--- src/rtl/cmfd_pkg.sv ---
package cmfd_pkg;

    localparam int MOTOR_SLOTS   = 11;
    localparam int ENCODER_SLOTS = 2;
    localparam int QUEUE_DEPTH   = 2;

    localparam logic [1:0] BUS_ONE = 2'd1;
    localparam logic [1:0] BUS_TWO = 2'd2;

    localparam logic [10:0] ID_ENC_0    = 11'h001;
    localparam logic [10:0] ID_ENC_1    = 11'h002;
    localparam logic [10:0] ID_MOTOR_1  = 11'h201;
    localparam logic [10:0] ID_MOTOR_4  = 11'h204;
    localparam logic [10:0] ID_WRIST_0  = 11'h205;
    localparam logic [10:0] ID_WRIST_1  = 11'h206;
    localparam logic [10:0] ID_STRETCH  = 11'h207;

    localparam logic [3:0] ENC_FRAME_LENGTH = 4'd7;

    localparam logic [3:0] SLOT_ARM_BASE   = 4'd4;
    localparam logic [3:0] SLOT_WRIST_BASE = 4'd8;
    localparam logic [3:0] SLOT_STRETCH    = 4'd10;

    localparam logic SRC_MOTOR   = 1'b0;
    localparam logic SRC_ENCODER = 1'b1;

    typedef struct packed {
        logic [1:0]  bus_index;
        logic [10:0] frame_id;
        logic [3:0]  data_length;
        logic [55:0] payload;
    } frame_word_t;

    typedef struct packed {
        logic               source_kind;
        logic [3:0]         slot_index;
        logic [15:0]        rotor_angle;
        logic signed [15:0] speed_rpm;
        logic signed [15:0] drive_current;
        logic [7:0]         temperature;
        logic signed [31:0] turn_position;
        logic [31:0]        enc_reading;
        logic               length_error;
    } feedback_word_t;

    // classified frame waiting in the queue
    typedef struct packed {
        logic        source_kind;
        logic [3:0]  slot_index;
        logic        length_error;
        logic [55:0] payload;
    } task_word_t;

endpackage

--- src/rtl/cmfd_front.sv ---
module cmfd_front (
    input  logic                 frame_valid,
    input  cmfd_pkg::frame_word_t frame,
    input  logic                 queue_full,
    output logic                 push,
    output cmfd_pkg::task_word_t entry
);

    logic       routed;
    logic       is_enc;
    logic [3:0] slot;
    logic [10:0] id_off;
    logic [10:0] wrist_off;

    always_comb
    begin
        id_off    = frame.frame_id - cmfd_pkg::ID_MOTOR_1;
        wrist_off = frame.frame_id - cmfd_pkg::ID_WRIST_0;
        routed    = 1'b0;
        is_enc    = 1'b0;
        slot      = 4'd0;
        if (frame.bus_index == cmfd_pkg::BUS_ONE)
        begin
            if (frame.frame_id == cmfd_pkg::ID_ENC_0 || frame.frame_id == cmfd_pkg::ID_ENC_1)
            begin
                routed = 1'b1;
                is_enc = 1'b1;
                slot   = (frame.frame_id == cmfd_pkg::ID_ENC_1) ? 4'd1 : 4'd0;
            end
            else if (frame.frame_id >= cmfd_pkg::ID_MOTOR_1 &&
                     frame.frame_id <= cmfd_pkg::ID_MOTOR_4)
            begin
                routed = 1'b1;
                slot   = {2'b00, id_off[1:0]};
            end
        end
        else if (frame.bus_index == cmfd_pkg::BUS_TWO)
        begin
            if (frame.frame_id >= cmfd_pkg::ID_MOTOR_1 &&
                frame.frame_id <= cmfd_pkg::ID_MOTOR_4)
            begin
                routed = 1'b1;
                slot   = cmfd_pkg::SLOT_ARM_BASE + {2'b00, id_off[1:0]};
            end
            else if (frame.frame_id == cmfd_pkg::ID_WRIST_0 ||
                     frame.frame_id == cmfd_pkg::ID_WRIST_1)
            begin
                routed = 1'b1;
                slot   = cmfd_pkg::SLOT_WRIST_BASE + {3'b000, wrist_off[0]};
            end
            else if (frame.frame_id == cmfd_pkg::ID_STRETCH)
            begin
                routed = 1'b1;
                slot   = cmfd_pkg::SLOT_STRETCH;
            end
        end
    end

    // unrouted frames are taken and dropped
    assign push = frame_valid && !queue_full && routed;

    always_comb
    begin
        entry.source_kind  = is_enc ? cmfd_pkg::SRC_ENCODER : cmfd_pkg::SRC_MOTOR;
        entry.slot_index   = slot;
        entry.length_error = is_enc && (frame.data_length != cmfd_pkg::ENC_FRAME_LENGTH);
        entry.payload      = frame.payload;
    end

endmodule

--- src/rtl/cmfd_queue.sv ---
module cmfd_queue (
    input  logic                 clk,
    input  logic                 rst_n,
    input  logic                 push,
    input  cmfd_pkg::task_word_t push_entry,
    input  logic                 pop,
    output logic                 not_empty,
    output logic                 full,
    output cmfd_pkg::task_word_t head
);

    localparam int PTR_W = $clog2(cmfd_pkg::QUEUE_DEPTH);
    localparam int CNT_W = $clog2(cmfd_pkg::QUEUE_DEPTH + 1);

    cmfd_pkg::task_word_t entries_reg [cmfd_pkg::QUEUE_DEPTH];
    logic [PTR_W-1:0] wr_ptr_reg, wr_ptr_next;
    logic [PTR_W-1:0] rd_ptr_reg, rd_ptr_next;
    logic [CNT_W-1:0] count_reg, count_next;

    assign not_empty = (count_reg != '0);
    assign full      = (count_reg == CNT_W'(cmfd_pkg::QUEUE_DEPTH));
    assign head      = entries_reg[rd_ptr_reg];

    always_comb
    begin
        wr_ptr_next = push ? wr_ptr_reg + 1'b1 : wr_ptr_reg;
        rd_ptr_next = pop  ? rd_ptr_reg + 1'b1 : rd_ptr_reg;
        count_next  = count_reg + CNT_W'(push) - CNT_W'(pop);
    end

    always_ff @(posedge clk or negedge rst_n)
    begin
        if (!rst_n)
        begin
            wr_ptr_reg <= '0;
            rd_ptr_reg <= '0;
            count_reg  <= '0;
        end
        else
        begin
            wr_ptr_reg <= wr_ptr_next;
            rd_ptr_reg <= rd_ptr_next;
            count_reg  <= count_next;
        end
    end

    always_ff @(posedge clk)
    begin
        if (push)
        begin
            entries_reg[wr_ptr_reg] <= push_entry;
        end
    end

endmodule

--- src/rtl/cmfd_back.sv ---
module cmfd_back #(
    parameter int COUNTS_PER_TURN = 8192,
    parameter int POSITION_WIDTH  = 32
) (
    input  logic                     clk,
    input  logic                     rst_n,
    input  logic                     task_valid,
    input  cmfd_pkg::task_word_t     task_entry,
    output logic                     pop,
    output logic                     feedback_valid,
    input  logic                     feedback_stall,
    output cmfd_pkg::feedback_word_t feedback
);

    localparam int SUM_W = (POSITION_WIDTH > 18) ? POSITION_WIDTH : 18;
    localparam logic signed [17:0] HALF_TURN = 18'(COUNTS_PER_TURN / 2);
    localparam logic signed [17:0] FULL_TURN = 18'(COUNTS_PER_TURN);

    logic [15:0]               prev_angle_reg [cmfd_pkg::MOTOR_SLOTS];
    logic [POSITION_WIDTH-1:0] position_reg   [cmfd_pkg::MOTOR_SLOTS];

    logic                     out_valid_reg, out_valid_next;
    cmfd_pkg::feedback_word_t out_word_reg, out_word_next;

    logic [15:0]               angle;
    logic [15:0]               raw_delta;
    logic signed [17:0]        delta;
    logic signed [SUM_W-1:0]   delta_wide;
    logic [POSITION_WIDTH-1:0] position_sum;
    logic [3:0]                slot;
    logic                      is_motor;

    assign slot     = task_entry.slot_index;
    assign is_motor = (task_entry.source_kind == cmfd_pkg::SRC_MOTOR);
    assign angle    = task_entry.payload[55:40];
    assign pop      = task_valid && (!out_valid_reg || !feedback_stall);

    always_comb
    begin
        raw_delta = angle - prev_angle_reg[slot];
        delta     = $signed({{2{raw_delta[15]}}, raw_delta});
        // fold into plus or minus half a turn
        if (delta > HALF_TURN)
        begin
            delta = delta - FULL_TURN;
        end
        else if (delta < -HALF_TURN)
        begin
            delta = delta + FULL_TURN;
        end
        delta_wide   = SUM_W'(delta);
        position_sum = position_reg[slot] + delta_wide[POSITION_WIDTH-1:0];
    end

    always_comb
    begin
        out_word_next = '0;
        out_word_next.source_kind = task_entry.source_kind;
        out_word_next.slot_index  = slot;
        if (is_motor)
        begin
            out_word_next.rotor_angle   = angle;
            out_word_next.speed_rpm     = $signed(task_entry.payload[39:24]);
            out_word_next.drive_current = $signed(task_entry.payload[23:8]);
            out_word_next.temperature   = task_entry.payload[7:0];
            out_word_next.turn_position = 32'($signed(position_sum));
        end
        else
        begin
            out_word_next.enc_reading   = {task_entry.payload[7:0],
                                           task_entry.payload[15:8],
                                           task_entry.payload[23:16],
                                           task_entry.payload[31:24]};
            out_word_next.length_error  = task_entry.length_error;
        end
        out_valid_next = pop ? 1'b1 : (out_valid_reg && feedback_stall);
    end

    always_ff @(posedge clk or negedge rst_n)
    begin
        if (!rst_n)
        begin
            out_valid_reg <= 1'b0;
            for (int i = 0; i < cmfd_pkg::MOTOR_SLOTS; i++)
            begin
                prev_angle_reg[i] <= '0;
                position_reg[i]   <= '0;
            end
        end
        else
        begin
            out_valid_reg <= out_valid_next;
            if (pop && is_motor)
            begin
                prev_angle_reg[slot] <= angle;
                position_reg[slot]   <= position_sum;
            end
        end
    end

    always_ff @(posedge clk)
    begin
        if (pop)
        begin
            out_word_reg <= out_word_next;
        end
    end

    assign feedback_valid = out_valid_reg;
    assign feedback       = out_word_reg;

endmodule

--- src/rtl/can_motor_feedback_decoder_top.sv ---
// CAN motor feedback decoder.
// Frame channel: frame_valid / frame_stall / frame carry one received CAN
// frame word (bus, identifier, length, bytes 0..6). Frames on bus 1 with id
// 0x001/0x002 go to encoder slots, bus 1 ids 0x201..0x204 and bus 2 ids
// 0x201..0x207 to the eleven motor slots; every other frame is taken and
// dropped silently.
// Feedback channel: feedback_valid / feedback_stall / feedback carry one
// decoded word per routed frame, in arrival order. Motor words hold the
// unwrapped multi-turn position of the slot after this frame.
// Path: a routed frame taken on frame is written into the queue and from
// there into the output register, from which it can be taken on feedback
// when feedback is not stalled. Throughput, while feedback is not stalled,
// is one frame per cycle, set by the slot position read-modify-write.
// A two-word queue sits between the classifier and the update stage; when
// feedback stalls the output register holds, the queue fills and then
// frame_stall rises. Reset clears all slot angles and positions to zero
// and empties the queue and the output register.
module can_motor_feedback_decoder_top #(
    parameter int COUNTS_PER_TURN = 8192,
    parameter int POSITION_WIDTH  = 32
) (
    input  logic                     clk,
    input  logic                     rst_n,
    input  logic                     frame_valid,
    output logic                     frame_stall,
    input  cmfd_pkg::frame_word_t    frame,
    output logic                     feedback_valid,
    input  logic                     feedback_stall,
    output cmfd_pkg::feedback_word_t feedback
);

    logic                 push;
    logic                 pop;
    logic                 queue_full;
    logic                 queue_not_empty;
    cmfd_pkg::task_word_t push_entry;
    cmfd_pkg::task_word_t head;

    assign frame_stall = queue_full;

    cmfd_front u_front (
        .frame_valid (frame_valid),
        .frame       (frame),
        .queue_full  (queue_full),
        .push        (push),
        .entry       (push_entry)
    );

    cmfd_queue u_queue (
        .clk        (clk),
        .rst_n      (rst_n),
        .push       (push),
        .push_entry (push_entry),
        .pop        (pop),
        .not_empty  (queue_not_empty),
        .full       (queue_full),
        .head       (head)
    );

    cmfd_back #(
        .COUNTS_PER_TURN (COUNTS_PER_TURN),
        .POSITION_WIDTH  (POSITION_WIDTH)
    ) u_back (
        .clk            (clk),
        .rst_n          (rst_n),
        .task_valid     (queue_not_empty),
        .task_entry     (head),
        .pop            (pop),
        .feedback_valid (feedback_valid),
        .feedback_stall (feedback_stall),
        .feedback       (feedback)
    );

`ifndef NO_ASSERTIONS
    a_enc_motor_fields_zero: assert property (@(posedge clk) disable iff (!rst_n)
        feedback_valid && feedback.source_kind == cmfd_pkg::SRC_ENCODER |->
        feedback.rotor_angle == '0 && feedback.turn_position == '0 &&
        feedback.temperature == '0)
        else $error("encoder word carries motor fields");

    a_motor_enc_fields_zero: assert property (@(posedge clk) disable iff (!rst_n)
        feedback_valid && feedback.source_kind == cmfd_pkg::SRC_MOTOR |->
        feedback.enc_reading == '0 && !feedback.length_error)
        else $error("motor word carries encoder fields");

    a_slot_range: assert property (@(posedge clk) disable iff (!rst_n)
        feedback_valid |->
        (feedback.source_kind == cmfd_pkg::SRC_MOTOR &&
         feedback.slot_index < 4'(cmfd_pkg::MOTOR_SLOTS)) ||
        (feedback.source_kind == cmfd_pkg::SRC_ENCODER &&
         feedback.slot_index < 4'(cmfd_pkg::ENCODER_SLOTS)))
        else $error("slot index out of range");

    a_no_pop_when_empty: assert property (@(posedge clk) disable iff (!rst_n)
        pop |-> queue_not_empty)
        else $error("update stage took a word from an empty queue");
`endif

endmodule
--- config.mk ---
export PLATFORM = sky130hd
export DESIGN_NAME = can_motor_feedback_decoder_top
export DESIGN_NICKNAME = d
export VERILOG_FILES = /design/src/rtl/cmfd_pkg.sv /design/src/rtl/cmfd_front.sv /design/src/rtl/cmfd_queue.sv /design/src/rtl/cmfd_back.sv /design/src/rtl/can_motor_feedback_decoder_top.sv
export SDC_FILE = /design/constraint.sdc
export NUM_CORES = 1
export LEC_CHECK = 0
export BUFFER_PORTS_ARGS = -buffer_cell sky130_fd_sc_hd__buf_2
export CAP_MARGIN = 40
export CORE_ASPECT_RATIO = 1.5
export CORE_MARGIN = 2
export CORE_UTILIZATION = 45
export DETAILED_ROUTE_END_ITERATION = 16
export GPL_ROUTABILITY_DRIVEN = 0
export PLACE_DENSITY = 0.61
export SLEW_MARGIN = 20
export SYNTH_ARGS = -nofsm -noshare
export SYNTH_HDL_FRONTEND = slang
export SYNTH_HIERARCHICAL = 1
export SYNTH_SLANG_ARGS = --single-unit
--- constraint.sdc ---
create_clock -name clk -period 32.6 [get_ports clk]
set_clock_uncertainty 0.05 [all_clocks]
set_input_delay 3.26 -clock clk [delete_from_list [all_inputs] [get_ports clk]]
set_output_delay 3.26 -clock clk [all_outputs]
set_load 0.01 [all_outputs]
==> results.ini, run 1 <==
[setup_path]
regToRegSetupSlack_ns = 23.04
critical-path-max-stage-delay_ns = 0.82
end_kind = register
path_max_fanout = 33
cp.arrival_ns = 9.88
path_class = register to register
regToRegStartpoint = u_queue/rd_ptr_reg
ff2ff_path_depth = 29
worstPathBufferInverterCount = 4
required_ns = 32.92
cp_top_family = compound AO/OA/AOI/OAI gates
cp-startpoint = u_queue/rd_ptr_reg
r2r-end = u_back/feedback[64]
startpoint_type = register
cp_slowest_cell = dfrtp_4

[logic_synthesis]
synth_adder_area_share_pct = 2.04
syn-mean-instance-area_um2 = 11.0
ys_warn_count = 6
synth_edf_count = 250
synth_compound_area_share_pct = 11.3
synth_top_family_by_area = simple AND/OR/NAND/NOR gates
yosys.area_share.simple_pct = 14.4
syn_nets = 3456
ys_seq_area_share_pct = 56.8
async_flop_share_pct = 68.1
synth.mux.area_fraction_pct = 10.3
synthCells = 3322
synth_cell_types = 98
synth_xor_area_share_pct = 0.849
synth_ff_type = dfrtp_1
synthesis.area_mm2 = 0.0367
ys_seq_elements = 783

[routing]
wl_um = 93300
drt_iter0_drc = 1847
dr.pass1.iters = 6
route.detailed.drc = 0
vias_per_cell = 5.51
wl_per_cell_um = 20.8
dr_total_vias = 24700
detail-route-antenna-nets = 0

[global_route]
overflow = 0
grt_pass1_vias = 25600
antenna_found_initial = 5
grt_use_total_pct = 22.4
grt_max_degree = 177
grt_pass1_wl_um = 147000

[cells_and_area]
fin_nets = 3511
drive_above_1_share_pct = 20.2
largest_reg_flops = 352
n_fill_cell = 7343
syn2layout_area_growth_pct = 11.7

[floorplanning]
chipWidth_um = 237
coreArea_mm2 = 0.0810
io_pins = 205
die_h_um = 354
rows = 128
start_util_pct = 45.3
die_area_mm2 = 0.0839

[clock_tree]
cts_resized = 0
cts.path.max_buffers = 3
h-tree-depth = 3
postCtsHoldBufs = 0
cts_setup_buffers = 0
cts_tree = built
cts_made_buffers = 76
clk-insertion-delay-late_ns = 0.65
cts_root_buf = clkbuf_16
clkSinkCount = 783
clk_pin_slew_ns = 0.06

[placement]
io_buffers = 204
hpwlAfterDp_um = 60200

[sta]
setup_tns_ns = 0
period_needed_ns = 9.56
finalSetupViolCount = 0
rsz0062_at_grt = no
worstMarginPinSlew_ns = 1.05
maxSlewViolCount = 0
max_freq_ghz = 0.105
finalCritPeriodShare_pct = 29.3
slew_headroom_pct = 30.3
hold_viol = 0

[worst_hold_path]
hp-class = register to register
hold_depth = 2
hold_start = u_back/prev_angle_reg[118]
hold_end = u_back/prev_angle_reg[118]

[run_status]
status = finished, final reports clean

[job]
drv_cap = 0

==> through the flow <==
| step | utilization [%] | cells | worst slack, ns | area [um2] | hold slack [ns] |
|---|---|---|---|---|---|
| after floorplan | - | 3322 | 17.34 | 36700 | 0.388 |
| after global routing | 50.6 | 4480 | 22.41 | 41000 | 0.439 |
| final | 50.6 | 4481 | 23.04 | 41000 | 0.420 |
| after global placement | 46.9 | 4307 | 23.02 | 38000 | 0.401 |
| after CTS | 50.5 | 4473 | 23.02 | 40900 | 0.423 |
| after detailed placement | 47.3 | 4333 | 23.08 | 38300 | 0.407 |
==> cell families (layout without fill, tap and decap cells) <==
| logic type | count (synthesis) | in the layout |
|---|---|---|
| adders and majority gates | 59 | 59 |
| muxes | 219 | 219 |
| and+or+nand+nor | 1259 | 1259 |
| other | 0 | 2 |
| xor gates and xnor gates | 30 | 30 |
| DFF | 783 | 783 |
| buffers and inverters | 327 | 444 |
| AOI/OAI and AO/OA | 645 | 645 |
==> cell usage in the layout (no fill, tap or decap), types with 17 or more instances in the layout <==
master     Yosys  routed
a21o_1        29      29
buf_4         62      48
nand2_1      953     944
o31ai_1       31      31
inv_1         29      27
dfrtp_1      533     532
clkbuf_16      0      79
a221oi_1      17      17
nor2_1        81      80
buf_2         12     208
nor3_1        40      34
o21ai_0      345     345
a21oi_1       60      60
nor2b_1       71      69
clkbuf_1     192      19
mux4_2        96      96
a221o_1       31      31
o31ai_2       28      28
o21ai_1       26      26
and2_1        39      38
nand3_1       20      20
edfxtp_1     250     250
mux2_2        61      60
ha_1          55      55
mux2_4        59      58
==> per-layer routing <==
metal  wire, um  vias to the layer above  global-route usage (%)
met3       5000                      157                    4.02
li1           -                    11600                       -
met5         13                        -                       0
met2      48100                      661                    40.5
met1      37800                    12200                    27.2
met4       2400                        2                    7.19
==> cell type report <==
type,instances,area [um2],area share (%)
Timing Repair Buffer,275,1760,4.30
Sequential cell,783,20800,50.8
Clock buffer,106,2150,5.25
Clock inverter,34,419,1.02
Tap cell,1040,1300,3.17
Multi-Input combinational cell,2212,14400,35.1
Antenna cell,2,5.00,0.0122
Inverter,29,109,0.265
==> worst max-delay path by stage <==
stage,slack (ns),endpoint,cells after the start
2_1_floorplan,17.34,u_back/position_reg[288],8
3_3_place_gp,23.02,u_back/feedback[64],29
3_5_place_dp,23.08,u_back/feedback[64],29
5_1_grt,22.41,u_back/feedback[64],29
4_1_cts,23.02,u_back/feedback[64],29
6_report,23.04,u_back/feedback[64],29
==> cells in the mapped netlist, types with 6 or more instances <==
| cell | instances | area (um2) |
|---|---|---|
| nand2_1 | 953 | 3580 |
| dfrtp_1 | 533 | 13300 |
| o21ai_0 | 345 | 1730 |
| edfxtp_1 | 250 | 7510 |
| clkbuf_1 | 192 | 721 |
| mux4_2 | 96 | 2160 |
| nor2_1 | 81 | 304 |
| nor2b_1 | 71 | 444 |
| buf_4 | 62 | 465 |
| mux2_2 | 61 | 687 |
| a21oi_1 | 60 | 300 |
| mux2_4 | 59 | 886 |
| ha_1 | 55 | 688 |
| nor3_1 | 40 | 200 |
| and2_1 | 39 | 244 |
| a221o_1 | 31 | 310 |
| o31ai_1 | 31 | 233 |
| a21o_1 | 29 | 218 |
| inv_1 | 29 | 109 |
| o31ai_2 | 28 | 350 |
| o21ai_1 | 26 | 130 |
| buf_1 | 22 | 82.6 |
| nand3_1 | 20 | 100 |
| a221oi_1 | 17 | 149 |
| o21a_1 | 14 | 105 |
| xor2_1 | 14 | 123 |
| buf_2 | 12 | 60.1 |
| xnor2_1 | 12 | 105 |
| and3_1 | 7 | 43.8 |
| nand2b_1 | 7 | 43.8 |
| buf_12 | 6 | 120 |
==> worst reg2reg max path: cells and delay by family (launching register included) <==
| kind | cells | cell delay (ns) |
|---|---|---|
| AO/OA/AOI/OAI | 16 | 3.74 |
| buffers and inverters | 4 | 1.68 |
| adder cells (fa/ha/maj) | 3 | 1.12 |
| AND/OR/NAND/NOR | 4 | 1.04 |
| flip-flops | 1 | 0.82 |
| multiplexers | 1 | 0.62 |
| XOR/XNOR | 1 | 0.22 |
Power of run 1 is left out: the tool's default activity adds up to more than one toggle a clock period on the data nets, which glitch-free logic cannot reach.
==> inputs of run 2 (changes only) <==
--- a/config.mk
+++ b/config.mk
@@ -12,7 +12,7 @@
 export CORE_UTILIZATION = 45
 export DETAILED_ROUTE_END_ITERATION = 16
 export GPL_ROUTABILITY_DRIVEN = 0
-export PLACE_DENSITY = 0.61
+export PLACE_DENSITY = 0.63
 export SLEW_MARGIN = 20
 export SYNTH_ARGS = -nofsm -noshare
 export SYNTH_HDL_FRONTEND = slang
==> constraint.sdc (replaced) <==
create_clock -name clk -period 8.6 [get_ports clk]
set_clock_uncertainty 0.05 [all_clocks]
set_input_delay 0.86 -clock clk [delete_from_list [all_inputs] [get_ports clk]]
set_output_delay 0.86 -clock clk [all_outputs]
set_load 0.01 [all_outputs]
==> results.ini, run 2 (same netlist as run 1, synthesis figures left out) <==
[floorplanning]
coreArea_mm2 = 0.0810
chipWidth_um = 237
die_area_mm2 = 0.0839
die_h_um = 354
io_pins = 205
rows = 128
start_util_pct = 45.3

[clock_tree]
postCtsHoldBufs = 0
cts_tree = built
clkSinkCount = 783
cts_setup_buffers = 0
clk-insertion-delay-late_ns = 0.64
cts_made_buffers = 74
h-tree-depth = 3
cts_root_buf = clkbuf_16
clk_pin_slew_ns = 0.07
cts.path.max_buffers = 3
cts_resized = 0

[sta]
setup_tns_ns = 0
maxSlewViolCount = 0
period_needed_ns = 7.96
finalSetupViolCount = 0
rsz0062_at_grt = no
finalCritPeriodShare_pct = 92.6
slew_headroom_pct = 36.9
max_freq_ghz = 0.126
hold_viol = 0
worstMarginPinSlew_ns = 0.946

[routing]
wl_um = 97400
drt_iter0_drc = 1769
detail-route-antenna-nets = 0
dr_total_vias = 25000
route.detailed.drc = 0
vias_per_cell = 5.58
wl_per_cell_um = 21.7
dr.pass1.iters = 5

[global_route]
overflow = 0
antenna_found_initial = 3
grt_use_total_pct = 23.4
grt_pass1_wl_um = 151000
grt_max_degree = 162
grt_pass1_vias = 25600

[setup_path]
end_kind = register
required_ns = 8.92
cp.arrival_ns = 8.28
path_max_fanout = 44
path_class = register to register
critical-path-max-stage-delay_ns = 0.65
regToRegStartpoint = u_queue/rd_ptr_reg
startpoint_type = register
cp_slowest_cell = o21ba_1
cp-startpoint = u_queue/rd_ptr_reg

[job]
drv_cap = 0

[cells_and_area]
final_common_cell = nand2_1
drive_above_1_share_pct = 20.4
fin_nets = 3516
final_cell_mix = nand2_1, dfrtp_1, o21ai_0
largest_reg_flops = 352
n_fill_cell = 7276
syn2layout_area_growth_pct = 11.5

[worst_hold_path]
hp-class = primary input to asynchronous set/reset pin

[run_status]
status = finished, final reports clean

[placement]
io_buffers = 204
hpwlAfterDp_um = 61600

[run 2: changes by cell type in the layout (fill, tap and decap cells not counted), moves of 3 or more]
cell / change
clkinv_8: -3
bufinv_16: -3
clkinv_2: +11
clkbuf_4: +3
clkinv_1: -11
buf_12: +3
[run 2: path summary, 6_finish.rpt]
kind	to	slack [ns]	depth (start not counted)
setup / recovery	u_back/feedback[64]	0.64	28
hold / removal	u_back/position_reg[168]	0.17	1
setup reg to reg	u_back/feedback[64]	0.64	28
hold reg to reg	u_back/prev_angle_reg[107]	0.42	2
max in group asynchronous	u_back/position_reg[272]	6.46	3
min in group clk	u_queue/entries_reg[1][32]	0.36	1
[run 2: per-layer routing]
layer	routed length, um	track usage (%)
met4	3590	9.85
met1	38700	28.5
met2	49400	40.9
met3	5790	4.02
met5	0	0
[run 2: layout make-up]
class	count	area, um2	share of cell area (%)
antenna	3	7.51	0.0183
clock buffer	108	2160	5.29
clock inverter	24	243	0.593
inverter	29	109	0.266
multi-input combinational	2212	14400	35.2
sequential	783	20800	51.0
tap	1040	1300	3.18
timing repair buffer	282	1830	4.47
[run 2: critical path, delay by kind of cell, from the launching register on]
kind | cells | cell delay (ns)
AOI/OAI and AO/OA | 16 | 3.63
and+or+nand+nor | 5 | 1.28
DFF | 1 | 0.53
buffers and inverters | 2 | 0.21
adders and majority gates | 3 | 1.10
xor gates and xnor gates | 1 | 0.23
muxes | 1 | 0.61
[run 2: per-stage QoR]
stage / hold WS [ns] / std cells / worst slack (ns) / utilization, % / instance area, um2
after global routing: 0.213 / 4478 / 0.140 / 50.5 / 40900
after floorplan: 0.388 / 3322 / 0.960 / - / 36700
after CTS: 0.169 / 4471 / 0.653 / 50.4 / 40800
final: 0.169 / 4481 / 0.637 / 50.5 / 40900
after global placement: 0.400 / 4320 / 0.806 / 47.1 / 38200
after detailed placement: 0.407 / 4339 / 0.676 / 47.4 / 38400
Power of run 2 is left out for the same reason.
